**config.mk**
```make
export PLATFORM = sky130hd
export DESIGN_NAME = crc_framed_record_codec_core
export DESIGN_NICKNAME = d
export VERILOG_FILES = /design/src/rtl/core/crc_rec_pkg.sv /design/src/rtl/core/crc_framed_record_codec_core.sv
export SDC_FILE = /design/constraint.sdc
export NUM_CORES = 1
export LEC_CHECK = 0
export BUFFER_PORTS_ARGS = -buffer_cell sky130_fd_sc_hd__buf_2
export CORE_MARGIN = 4
export CORE_UTILIZATION = 28
export DETAILED_ROUTE_END_ITERATION = 8
export GPL_TIMING_DRIVEN = 0
export PLACE_DENSITY = 0.42
export SLEW_MARGIN = 40
export SYNTH_ARGS = -nofsm -noshare
export SYNTH_HDL_FRONTEND = slang
export SYNTH_SLANG_ARGS = --single-unit
```
**constraint.sdc**
```tcl
create_clock -name clock -period 4.15 [get_ports clock]
set_clock_uncertainty 0.1 [all_clocks]
set_input_delay 0 -clock clock [delete_from_list [all_inputs] [get_ports clock]]
set_output_delay 0 -clock clock [all_outputs]
set_load 0.05 [all_outputs]
```
**src/rtl/core/crc_rec_pkg.sv**
```systemverilog
// Shared constants and helpers for the fixed-record CRC codec.
// Holds the record layout, register indexes and the byte-wide CRC-32 update.
// No dependencies.
`default_nettype none

package crc_rec_pkg;

   localparam int RecordBytesDefault = 12;

   // Record layout, byte positions
   localparam int PosVersion = 4;
   localparam int PosPhase   = 5;
   localparam int PosCrc     = 8;
   localparam int PosPad     = 12;

   localparam logic [31:0] CrcPoly    = 32'hEDB8_8320;
   localparam logic [31:0] CrcInit    = 32'hFFFF_FFFF;
   localparam logic [7:0]  RecVersion = 8'd1;
   localparam logic [7:0]  Magic [4]  = '{8'h58, 8'h46, 8'h52, 8'h31};

   // Input action codes
   localparam logic ActDecode = 1'b0;
   localparam logic ActEncode = 1'b1;

   // Configuration register indexes
   localparam logic CsrPhaseFirst = 1'b0;
   localparam logic CsrPhaseLast  = 1'b1;

   // Reflected CRC-32, one byte per call (eight bit-steps unrolled)
   function automatic logic [31:0] crc_byte(input logic [31:0] crc, input logic [7:0] b);
      logic [31:0] c;
      c = crc ^ {24'h0, b};
      for (int k = 0; k < 8; k++) begin
         c = c[0] ? ((c >> 1) ^ CrcPoly) : (c >> 1);
      end
      return c;
   endfunction

   // Byte sel of the finished (inverted) CRC, little-endian
   function automatic logic [7:0] crc_out_byte(input logic [31:0] crc, input logic [1:0] sel);
      logic [31:0] fin;
      fin = ~crc;
      return fin[{sel, 3'b000} +: 8];
   endfunction

endpackage

`default_nettype wire

```
**src/rtl/core/crc_framed_record_codec_core.sv**
```systemverilog
// Fixed-length record codec: decoder with running CRC check, byte-serial encoder.
// Depends on crc_rec_pkg (layout constants, CRC-32 byte update).
// Usage:
//  - req channel: one transfer per item. tuser = action (decode byte / encode phase),
//    tdata = data_byte then phase_in, tlast = end_of_record for decode bytes.
//  - rsp channel: result items. tuser = is_verdict, tdata = out_byte, ok, phase_out,
//    tlast = final result caused by one input item.
//  - csr port: write-only phase_first (index 0) and phase_last (index 1), written idle.
// Path: an item is held in the input register, and its first result is then loaded
//  into the result register.
// Throughput: one decode byte per cycle, back to back, while no verdict waits; the
//  byte-wide CRC update sits between the input register and the CRC state. An encode
//  holds the input register until its last record byte, one record byte per cycle while
//  results are taken, CRC built up as bytes go out; a rejected phase is one final result.
// Stalls: while the result register is full and not taken, verdicts and encode bytes
//  wait; plain decode bytes carry on, and the input register still takes one transfer.
// Reset (synchronous): both channels empty, decoder state cleared, bounds back to 1..3.
`default_nettype none

module crc_framed_record_codec_core import crc_rec_pkg::*; #(
   parameter int RECORD_BYTES = RecordBytesDefault
) (
   input  wire logic        clock,
   input  wire logic        reset,
   input  wire logic        req_tvalid,
   output logic             req_tready,
   input  wire logic [15:0] req_tdata,   // [7:0] data_byte, [15:8] phase_in
   input  wire logic        req_tuser,   // [0] action
   input  wire logic        req_tlast,
   output logic             rsp_tvalid,
   input  wire logic        rsp_tready,
   output logic [23:0]      rsp_tdata,   // [7:0] out_byte, [8] ok, [16:9] phase_out, pad
   output logic             rsp_tuser,   // [0] is_verdict
   output logic             rsp_tlast,
   input  wire logic        csr_we,
   input  wire logic [0:0]  csr_addr,
   input  wire logic [7:0]  csr_wdata
);

   localparam int CountWidth = $clog2(RECORD_BYTES + 1);
   localparam int IdxWidth   = $clog2(RECORD_BYTES);
   localparam logic [CountWidth-1:0] CountFull = CountWidth'(RECORD_BYTES);
   localparam logic [IdxWidth-1:0]   IdxLast   = IdxWidth'(RECORD_BYTES - 1);

   // Configuration
   logic [7:0] phase_first_ff, phase_last_ff;

   // Input register
   logic       in_valid_ff;
   logic       in_action_ff, in_eor_ff;
   logic [7:0] in_byte_ff, in_phase_ff;

   // Decoder state
   logic [CountWidth-1:0] dec_count_ff, dec_count_in;
   logic [31:0]           dec_crc_ff, dec_crc_in;
   logic                  dec_match_ff, dec_match_in;
   logic [7:0]            dec_phase_ff, dec_phase_in;
   logic                  dec_overrun_ff, dec_overrun_in;

   // Encoder state
   logic [IdxWidth-1:0] enc_idx_ff, enc_idx_in;
   logic [31:0]         enc_crc_ff, enc_crc_in;

   // Result register
   logic       rsp_valid_ff;
   logic [7:0] rsp_byte_ff, rsp_byte_in;
   logic       rsp_verdict_ff, rsp_verdict_in;
   logic       rsp_ok_ff, rsp_ok_in;
   logic [7:0] rsp_phase_ff, rsp_phase_in;
   logic       rsp_last_ff, rsp_last_in;

   logic       out_free, out_load, in_take, enc_phase_ok, dec_good;
   logic [7:0] enc_byte;

   // ---------------------------------------------------------------- config
   always_ff @(posedge clock) begin
      if (reset) begin
         phase_first_ff <= 8'd1;
         phase_last_ff  <= 8'd3;
      end else if (csr_we) begin
         unique case (csr_addr)
            CsrPhaseFirst: phase_first_ff <= csr_wdata;
            CsrPhaseLast:  phase_last_ff  <= csr_wdata;
            default: ;
         endcase
      end
   end

   // ---------------------------------------------------------------- input stage
   assign out_free   = !rsp_valid_ff || rsp_tready;
   assign req_tready = !in_valid_ff || in_take;

   always_ff @(posedge clock) begin
      if (reset) begin
         in_valid_ff <= 1'b0;
      end else if (req_tready) begin
         in_valid_ff <= req_tvalid;
      end
      if (req_tvalid && req_tready) begin
         in_action_ff <= req_tuser;
         in_eor_ff    <= req_tlast;
         in_byte_ff   <= req_tdata[7:0];
         in_phase_ff  <= req_tdata[15:8];
      end
   end

   assign enc_phase_ok = (in_phase_ff >= phase_first_ff) && (in_phase_ff <= phase_last_ff);

   // Encoder record byte at the current emit position
   always_comb begin
      enc_byte = 8'h00;
      if (enc_idx_ff < IdxWidth'(PosVersion)) begin
         enc_byte = Magic[enc_idx_ff[1:0]];
      end else if (enc_idx_ff == IdxWidth'(PosVersion)) begin
         enc_byte = RecVersion;
      end else if (enc_idx_ff == IdxWidth'(PosPhase)) begin
         enc_byte = in_phase_ff;
      end else if (enc_idx_ff >= IdxWidth'(PosCrc) && enc_idx_ff < IdxWidth'(PosPad)) begin
         enc_byte = crc_out_byte(enc_crc_ff, enc_idx_ff[1:0]);
      end
   end

   // ---------------------------------------------------------------- processing
   always_comb begin
      dec_count_in   = dec_count_ff;
      dec_crc_in     = dec_crc_ff;
      dec_match_in   = dec_match_ff;
      dec_phase_in   = dec_phase_ff;
      dec_overrun_in = dec_overrun_ff;
      enc_idx_in     = enc_idx_ff;
      enc_crc_in     = enc_crc_ff;
      in_take        = 1'b0;
      out_load       = 1'b0;
      dec_good       = 1'b0;
      rsp_byte_in    = 8'h00;
      rsp_verdict_in = 1'b0;
      rsp_ok_in      = 1'b0;
      rsp_phase_in   = 8'h00;
      rsp_last_in    = 1'b0;

      if (in_valid_ff) begin
         if (in_action_ff == ActDecode) begin
            if (!in_eor_ff || out_free) begin
               in_take = 1'b1;
               if (dec_count_ff < CountFull) begin
                  if (dec_count_ff < CountWidth'(PosVersion)) begin
                     if (in_byte_ff != Magic[dec_count_ff[1:0]]) dec_match_in = 1'b0;
                  end else if (dec_count_ff == CountWidth'(PosVersion)) begin
                     if (in_byte_ff != RecVersion) dec_match_in = 1'b0;
                  end else if (dec_count_ff == CountWidth'(PosPhase)) begin
                     dec_phase_in = in_byte_ff;
                  end else if (dec_count_ff < CountWidth'(PosCrc)) begin
                     if (in_byte_ff != 8'h00) dec_match_in = 1'b0;
                  end else if (dec_count_ff < CountWidth'(PosPad)) begin
                     if (in_byte_ff != crc_out_byte(dec_crc_ff, dec_count_ff[1:0]))
                        dec_match_in = 1'b0;
                  end
                  if (dec_count_ff < CountWidth'(PosCrc))
                     dec_crc_in = crc_byte(dec_crc_ff, in_byte_ff);
                  dec_count_in = dec_count_ff + 1'b1;
               end else begin
                  dec_overrun_in = 1'b1;
               end
               if (in_eor_ff) begin
                  dec_good = !dec_overrun_in && (dec_count_in == CountFull) && dec_match_in
                             && (dec_phase_in >= phase_first_ff)
                             && (dec_phase_in <= phase_last_ff);
                  out_load       = 1'b1;
                  rsp_verdict_in = 1'b1;
                  rsp_ok_in      = dec_good;
                  rsp_phase_in   = dec_good ? dec_phase_in : 8'h00;
                  rsp_last_in    = 1'b1;
                  // verdict given: decoder back to its reset values
                  dec_count_in   = '0;
                  dec_crc_in     = CrcInit;
                  dec_match_in   = 1'b1;
                  dec_phase_in   = 8'h00;
                  dec_overrun_in = 1'b0;
               end
            end
         end else if (out_free) begin
            out_load = 1'b1;
            if (!enc_phase_ok) begin
               in_take     = 1'b1;
               rsp_last_in = 1'b1;
            end else begin
               rsp_byte_in = enc_byte;
               rsp_ok_in   = 1'b1;
               if (enc_idx_ff < IdxWidth'(PosCrc))
                  enc_crc_in = crc_byte(enc_crc_ff, enc_byte);
               if (enc_idx_ff == IdxLast) begin
                  in_take     = 1'b1;
                  rsp_last_in = 1'b1;
                  enc_idx_in  = '0;
                  enc_crc_in  = CrcInit;
               end else begin
                  enc_idx_in = enc_idx_ff + 1'b1;
               end
            end
         end
      end
   end

   always_ff @(posedge clock) begin
      if (reset) begin
         dec_count_ff   <= '0;
         dec_crc_ff     <= CrcInit;
         dec_match_ff   <= 1'b1;
         dec_phase_ff   <= 8'h00;
         dec_overrun_ff <= 1'b0;
         enc_idx_ff     <= '0;
         enc_crc_ff     <= CrcInit;
      end else begin
         dec_count_ff   <= dec_count_in;
         dec_crc_ff     <= dec_crc_in;
         dec_match_ff   <= dec_match_in;
         dec_phase_ff   <= dec_phase_in;
         dec_overrun_ff <= dec_overrun_in;
         enc_idx_ff     <= enc_idx_in;
         enc_crc_ff     <= enc_crc_in;
      end
   end

   // ---------------------------------------------------------------- result register
   always_ff @(posedge clock) begin
      if (reset) begin
         rsp_valid_ff <= 1'b0;
      end else if (out_load) begin
         rsp_valid_ff <= 1'b1;
      end else if (rsp_tready) begin
         rsp_valid_ff <= 1'b0;
      end
      if (out_load) begin
         rsp_byte_ff    <= rsp_byte_in;
         rsp_verdict_ff <= rsp_verdict_in;
         rsp_ok_ff      <= rsp_ok_in;
         rsp_phase_ff   <= rsp_phase_in;
         rsp_last_ff    <= rsp_last_in;
      end
   end

   assign rsp_tvalid = rsp_valid_ff;
   assign rsp_tdata  = {7'h00, rsp_phase_ff, rsp_ok_ff, rsp_byte_ff};
   assign rsp_tuser  = rsp_verdict_ff;
   assign rsp_tlast  = rsp_last_ff;

`ifndef ASSERT_OFF
   // A record in mid-emission keeps its encode item in the input register
   a_enc_holds_item: assert property (@(posedge clock) disable iff (reset)
      (enc_idx_ff != '0) |-> (in_valid_ff && in_action_ff == ActEncode))
      else $error("encoder busy without an encode item");

   // After a verdict the decoder starts a fresh record
   a_dec_cleared: assert property (@(posedge clock) disable iff (reset)
      (!$past(reset) && $past(out_load && rsp_verdict_in))
         |-> (dec_count_ff == '0 && dec_match_ff && !dec_overrun_ff && dec_crc_ff == CrcInit))
      else $error("decoder state not cleared after verdict");

   // Verdicts carry no record byte
   a_verdict_no_byte: assert property (@(posedge clock) disable iff (reset)
      (rsp_valid_ff && rsp_verdict_ff) |-> (rsp_byte_ff == 8'h00))
      else $error("verdict with non-zero byte");

   // A failing encode is a single, final result
   a_enc_fail_last: assert property (@(posedge clock) disable iff (reset)
      (rsp_valid_ff && !rsp_verdict_ff && !rsp_ok_ff) |-> rsp_last_ff)
      else $error("failing encode result not marked last");
`endif

endmodule

`default_nettype wire
```
==> results of run 1 <==
==> power breakdown <==
group          leakage [nW]  total [mW]  switching, mW  internal (mW)
Sequential             1.16        1.48         0.0565           1.43
Combinational          2.23       0.694          0.389          0.305
Clock                 0.283        1.56          0.658          0.900
Total                  3.67        3.74           1.10           2.63
==> how the worst max path moves through the flow <==
stage | startpoint | end | slack, ps | cells past startpoint
6_report | dec_count_ff[1] | rsp_ok_ff | 260 | 14
5_1_grt | dec_count_ff[1] | rsp_phase_ff[7] | 40 | 14
4_1_cts | dec_count_ff[1] | rsp_ok_ff | 10 | 14
3_5_place_dp | dec_count_ff[1] | rsp_ok_ff | -980 | 16
3_3_place_gp | dec_count_ff[1] | rsp_phase_ff[2] | -1000 | 16
2_1_floorplan | dec_count_ff[1] | rsp_ok_ff | 110 | 16
==> stage by stage <==
stage	hold WS, ps	utilization [%]	instance area, µm²	TNS, ps	worst slack [ps]
after floorplan	-1.131	-	8267	0	112.5
after global placement	77.04	31.21	9007	-8978	-1005
after detailed placement	78.10	31.40	9062	-8579	-977.5
after CTS	123.6	34.63	9992	0	10.33
after global routing	149.6	34.79	10040	0	39.86
final	129.1	34.79	10040	0	262.9
==> sequential cells by signal (all words and copies together) (netlist names), 4 cells and up <==
name and count:
rsp_phase_ff 8, phase_first_ff 8, dec_phase_ff 8, enc_crc_ff 32
dec_count_ff 4, in_phase_ff 8, phase_last_ff 8, dec_crc_ff 32
rsp_byte_ff 8, in_byte_ff 8, enc_idx_ff 4
==> layout make-up <==
type	instances	share of cell area, %
Buffer	49	2.567
Inverter	28	1.047
Multi-Input combinational cell	634	48.34
Tap cell	384	4.785
Sequential cell	137	31.04
Clock inverter	14	1.570
Clock buffer	18	4.274
Timing Repair Buffer	89	6.380
==> worst register-to-register path: cells and delay by family (launching register included) <==
kind,cells,cell delay (ps)
AO/OA/AOI/OAI,5,1040
adder cells (fa/ha/maj),2,530
buffers and inverters,2,310
flip-flops,1,430
multiplexers,1,360
AND/OR/NAND/NOR,4,850
==> layer usage <==
layer	track usage, %	vias up	part of all wire, %
met5	0	-	0
met4	4.389	0	1.5
met3	2.445	23	3.1
met2	24.80	114	47
met1	21.27	3135	49
li1	-	3220	-
==> cells by family after synthesis <==
| group | count (synthesis) |
|---|---|
| compound gates | 184 |
| xor+xnor | 148 |
| fa+ha+maj | 39 |
| buf+inv | 79 |
| flops | 137 |
| mux | 34 |
| other cells | 1 |
| simple gates | 222 |
==> what timing repair did <==
action / 4_1_cts / 5_1_grt
buffers inserted: 0 / 3
resized for setup: 6 / 7
hold buffers: 33 / 0
hold endpoints to repair: 36 / 0
endpoints found under the setup margin: 9 / 9
==> layout by cell type (no fill, tap or decap), types with 6 or more instances in the layout <==
master and n:
clkbuf_1 31, dlygate4sd3_1 33, nand3_1 16, xnor2_2 9, edfxtp_1 37, o21ai_0 14
nor3_1 15, conb_1 7, a2bb2oi_1 14, ha_1 39, mux4_2 9, xnor2_1 84
a22oi_1 12, mux2_2 7, nand2b_1 44, buf_2 54, mux2i_1 16, nor2b_1 18
inv_6 6, clkbuf_16 17, o22ai_1 34, nor2_1 38, nand2_1 57, inv_1 28
dfxtp_1 99, a21o_1 11, xor2_1 51, o21bai_1 9, a21oi_1 43, buf_4 14
==> run summary, run 1 <==
Status -> finished clean
Core ar. -> 0.02886 mm²
Drt total wl -> 24,680 µm
Mapped Avg Cell Area -> 9.768 µm²
Worst skew pair latency -> 430 ps
Setup slack, reg-to-reg -> 260 ps
GRT Total Usage -> 15.34%
GRT overflow -> 0
Async set or reset register ratio after synthesis -> 0%
Layout Nets -> 1,027
Top Ports -> 60
Worst-margin pin slew -> 744.8 ps
R2R depth -> 14
RR Endpoint -> rsp_ok_ff
Relative slew margins -> 49.36%
Synth Area in XOR/XNOR -> 16.71%
Ranking of synthesized cells by area -> dfxtp_1 24%, edfxtp_1 13%, xnor2_1 9.2%
Unrepaired setup endpoints after global routing -> false
Clock Tree Buf Depth -> 2
Final hold viol count -> 0
Largest family of logic cells by synthesized area -> XOR/XNOR gates
Crit-path most repeated cell -> a21o_1
Top-count cell post-synth -> dfxtp_1
Power per cell area -> 372.1 mW/mm²
Fin crit share -> 93.66%
Post-synth EDFFs -> 37
# port buffers -> 52
Chip Height -> 179.6 µm
Critical Path RT -> 4200 ps
Initial Utilization -> 28.57%
Crit Path Max Fanout -> 10
Peak Freq -> 0.2573 GHz
Register Area -> 0.003117 mm²
Iteration-0 DRC Markers -> 366
FP Rows -> 62
Share of the synthesized area in the top cell type -> 24.28%
Max incr delay on CP -> 430 ps
Reg-to-Reg Start -> dec_count_ff[1]
GPL Wtd Cong -> 0.8146
First-pass GRT wire length -> 39,190 µm
Synth cell count leaders -> 100 x dfxtp_1, 87 x xnor2_1, 57 x nand2_1, 51 x xor2_1
Power Total -> 3.736 mW
Post-route ant nets -> 0
Drt pass-1 iters -> 4
CTS tree -> built
Synthesis-to-layout area growth -> 21.79%
Initial antenna violation count -> 0
Static Leakage -> 3.669 nW
Width of the die -> 179.6 µm
Hold Crit Start -> reset
WP buf/inv -> 2
Finished Layout Cells -> 1,353
Crit Path Class -> register to register
VDD IR-drop max -> 0.2603 mV
Library cells used by synthesis -> 75
Fraction of layout cells with a size suffix above 1 -> 15.89%
Worst setup EP type -> register
CTS Root Buffer Type -> clkbuf_16
Post-DP HPWL -> 18,560 µm
CP max-delay cell -> dfxtp_1
H-tree Lvls -> 4
Crit path time final -> 3887 ps
Crit-path cells -> buf_6 > inv_1 > ha_1 > and3b_2 > mux2i_4 > ha_1 > nand2b_1 > a21o_1 > a21o_1 > a21o_1 > a21o_1 > a2111oi_2 > or4_4 > nand2_1
Synth Register Bits -> 137
Filler Cell Count -> 3,040
Crit path DAT -> 3940 ps
Count of final setup violators -> 0
DR vias -> 6,492
Post-Synth Simple-Gate Area -> 13.96%
Vias in the first global route -> 6,597
Multiplexer share of the synthesized area -> 5.646%
CP Launch Type -> register
Ys Warns -> 0
Mapped cell area -> 0.008244 mm²
Family with the most delay on the worst path -> compound AO/OA/AOI/OAI gates
Routed len/inst -> 18.24 µm
Worst Hold End -> enc_crc_ff[6]
# DRC -> 0
Count of clock tree sinks -> 137
Adder-cell area share of the yosys netlist -> 5.919%
Max-Cap Viols -> 0
Slew Limit Fails -> 0
Worst hold-check path type -> input port to register
Largest net degree at the start of global routing -> 19
Biggest area consumer among synthesized cells -> dfxtp_1
Clk pin slew, worst setup/hold paths -> 70 ps
Ant diodes -> 0
Hold depth -> 3
Die area -> 0.03225 mm²
Placed Cells -> 1,287
CTS Buf Count -> 17
Post-DR vias/cell -> 4.798
Multi-input gate area -> 0.004853 mm²
Synth Area in Compound Gates -> 15.60%
Post-synthesis sequential area ratio -> 37.76%
Synthesized instance count -> 844
Main synth FF type -> dfxtp_1
(Power assumes the default switching activity.)
==> run 2, diff against run 1 <==
Settings changed: GPL_TIMING_DRIVEN 0 to 1, PLACE_DENSITY 0.42 to 0.4.
Clock period 4.15 ns to 4.62 ns, I/O delays scaled along.
==> run summary, run 2 (synthesized netlist as in run 1, its figures left out) <==
FP Rows -> 62 (unchanged)
RR Endpoint -> rsp_phase_ff[6] (was rsp_ok_ff)
Crit-path most repeated cell -> a21o_1 (unchanged)
R2R depth -> 13 (was 14)
Max-Cap Viols -> 0 (unchanged)
Static Leakage -> 3.561 nW (was 3.669 nW)
Post-CTS Resized -> 0 (was 6)
Synthesis-to-layout area growth -> 19.02% (was 21.79%)
Fin crit share -> 89.65% (was 93.66%)
Max incr delay on CP -> 570 ps (was 430 ps)
Post-DP HPWL -> 16,820 µm (was 18,560 µm)
Combinational group share of total power -> 17.9% (was 18.6%)
Count of clock tree sinks -> 137 (unchanged)
CP max-delay cell -> dfxtp_1 (unchanged)
CTS Buf Count -> 17 (unchanged)
Crit path from -> dec_count_ff[0] (was dec_count_ff[1])
Layout Nets -> 987 (was 1,027)
Crit path DAT -> 4200 ps (was 3940 ps)
Unrepaired setup endpoints after global routing -> false (unchanged)
Clk pin slew, worst setup/hold paths -> 60 ps (was 70 ps)
Filler Cell Count -> 3,003 (was 3,040)
Setup TNS -> 0 ps (unchanged)
Core ar. -> 0.02886 mm² (unchanged)
Power per cell area -> 341.0 mW/mm² (was 372.1 mW/mm²)
Final instance area -> 0.009812 mm² (was 0.01004 mm²)
Crit path time final -> 4142 ps (was 3887 ps)
CTS tree -> built (unchanged)
Status -> finished clean (unchanged)
Crit-path cells -> inv_1 > ha_1 > and3b_1 > mux2i_1 > ha_1 > nand2b_1 > a21o_1 > a21o_1 > a21o_1 > a21o_1 > a2111oi_0 > or4_1 > nor2b_1 (was buf_6 > inv_1 > ha_1 > and3b_2 > mux2i_4 > ha_1 > nand2b_1 > a21o_1 > a21o_1 > a21o_1 > a21o_1 > a2111oi_2 > or4_4 > nand2_1)
Crit Path Class -> register to register (unchanged)
Chip Height -> 179.6 µm (unchanged)
Worst-margin pin slew -> 739.5 ps (was 744.8 ps)
Fraction of layout cells with a size suffix above 1 -> 15.50% (was 15.89%)
# DRC -> 0 (unchanged)
Initial antenna violation count -> 0 (unchanged)
Clock power frac -> 42.1% (was 41.7%)
Top Registers -> dec_crc_ff: 32 flops, enc_crc_ff: 32 flops (unchanged)
Reg-to-Reg Start -> dec_count_ff[0] (was dec_count_ff[1])
Most common cell after layout, fill and taps aside -> dfxtp_1 (unchanged)
Die area -> 0.03225 mm² (unchanged)
H-tree Lvls -> 4 (unchanged)
Worst slack, placed -> 401.9 ps (was -977.5 ps)
Largest net degree at the start of global routing -> 84 (was 19)
Worst setup EP type -> register (unchanged)
Net Sw Frac -> 30.35% (was 29.54%)
Slew Limit Fails -> 0 (unchanged)
Top Ports -> 60 (unchanged)
Count of final setup violators -> 0 (unchanged)
Placed Area -> 0.008876 mm² (was 0.009062 mm²)
Ant diodes -> 0 (unchanged)
Drt pass-1 iters -> 5 (was 4)
Worst hold-check path type -> input port to register (unchanged)
Part of the power in registers -> 40.0% (was 39.7%)
Final hold viol count -> 0 (unchanged)
Post-route ant nets -> 0 (unchanged)
GPL Wtd Cong -> 0.7976 (was 0.8146)
Hold depth -> 3 (unchanged)
Critical Path RT -> 4680 ps (was 4200 ps)
Post-DR vias/cell -> 4.753 (was 4.798)
Worst Hold End -> enc_idx_ff[2] (was enc_crc_ff[6])
Relative slew margins -> 50.34% (was 49.36%)
CP Launch Type -> register (unchanged)
Drt total wl -> 23,570 µm (was 24,680 µm)
Setup ws final -> 478.0 ps (was 262.9 ps)
Iteration-0 DRC Markers -> 308 (was 366)
DR vias -> 6,241 (was 6,492)
Most frequent cells in the layout -> 99 x dfxtp_1, 86 x xnor2_1, 56 x nand2_1 (was 99 x dfxtp_1, 84 x xnor2_1, 57 x nand2_1)
Routed len/inst -> 17.95 µm (was 18.24 µm)
Worst skew pair latency -> 430 ps (about the same)
# port buffers -> 52 (unchanged)
VDD IR-drop max -> 0.2114 mV (was 0.2603 mV)
Peak Freq -> 0.2414 GHz (was 0.2573 GHz)
Clock Tree Buf Depth -> 2 (unchanged)
First-pass GRT wire length -> 37,850 µm (was 39,190 µm)
CTS Root Buffer Type -> clkbuf_16 (unchanged)
P_int -> 2.331 mW (was 2.633 mW)
GRT overflow -> 0 (unchanged)
Initial Utilization -> 28.57% (unchanged)
Hold Crit Start -> reset (unchanged)
Switch Pwr -> 1.016 mW (was 1.104 mW)
Width of the die -> 179.6 µm (unchanged)
Crit Path Max Fanout -> 9 (was 10)
Vias in the first global route -> 6,452 (was 6,597)
Setup slack, reg-to-reg -> 480 ps (was 260 ps)
GRT Total Usage -> 14.69% (was 15.34%)
==> run 2: worst max-delay path by stage <==
stage / to / slack, ps / cells after the start
2_1_floorplan: rsp_ok_ff / 580 / 16
3_3_place_gp: rsp_ok_ff / 380 / 13
3_5_place_dp: rsp_phase_ff[6] / 400 / 13
4_1_cts: rsp_phase_ff[6] / 380 / 13
5_1_grt: rsp_phase_ff[6] / 80 / 13
6_report: rsp_phase_ff[6] / 480 / 13
==> run 2: critical path, delay by kind of cell (launching register included) <==
| family | cells | cell delay [ps] |
|---|---|---|
| AOI/OAI and AO/OA | 5 | 1050 |
| adders and majority gates | 2 | 570 |
| buffers and inverters | 1 | 140 |
| DFF | 1 | 570 |
| muxes | 1 | 410 |
| and+or+nand+nor | 4 | 1060 |
==> run 2: what timing repair did <==
action,4_1_cts,5_1_grt
hold buffers,34,0
setup buffers,0,0
endpoints found under the hold margin,36,0
==> run 2: area by class of cell <==
| class | instances | area [µm²] | area share [%] |
|---|---|---|---|
| multi-input cells | 634 | 4823 | 49.16 |
| flip-flops and latches | 137 | 3114 | 31.74 |
| repair buffers | 98 | 694.4 | 7.077 |
| well taps | 384 | 480.5 | 4.897 |
| clock buffers | 18 | 439.2 | 4.476 |
| clock inverters | 14 | 155.1 | 1.581 |
| inverters | 28 | 105.1 | 1.071 |
==> run 2: per-layer routing <==
metal | wire, µm | track usage, % | vias to the layer above
li1 | - | - | 3125
met1 | 11250 | 20.06 | 2971
met2 | 11310 | 24.52 | 132
met3 | 778 | 2.405 | 13
met4 | 227 | 3.353 | 0
met5 | 0 | 0 | -
==> run 2: power by group through the flow <==
stage / Clock (mW) / Combinational, mW / Sequential (mW)
floorplan: 0 / 0.436 / 1.37
global placement: 0 / 0.588 / 1.37
detailed placement: 0 / 0.584 / 1.36
CTS: 1.44 / 0.610 / 1.34
global route: 1.49 / 0.665 / 1.34
finish: 1.41 / 0.600 / 1.34
==> run 2: metrics by stage <==
| step | util, % | hold WS (ps) | power (mW) | std cells |
|---|---|---|---|---|
| finish | 34.00 | 61.31 | 3.346 | 1313 |
| global route | 34.00 | 104.8 | 3.500 | 1313 |
| CTS | 34.00 | 57.26 | 3.391 | 1313 |
| detailed placement | 30.76 | 78.09 | 1.949 | 1247 |
| global placement | 30.67 | 76.43 | 1.955 | 1247 |
| floorplan | - | -1.131 | 1.806 | 850 |
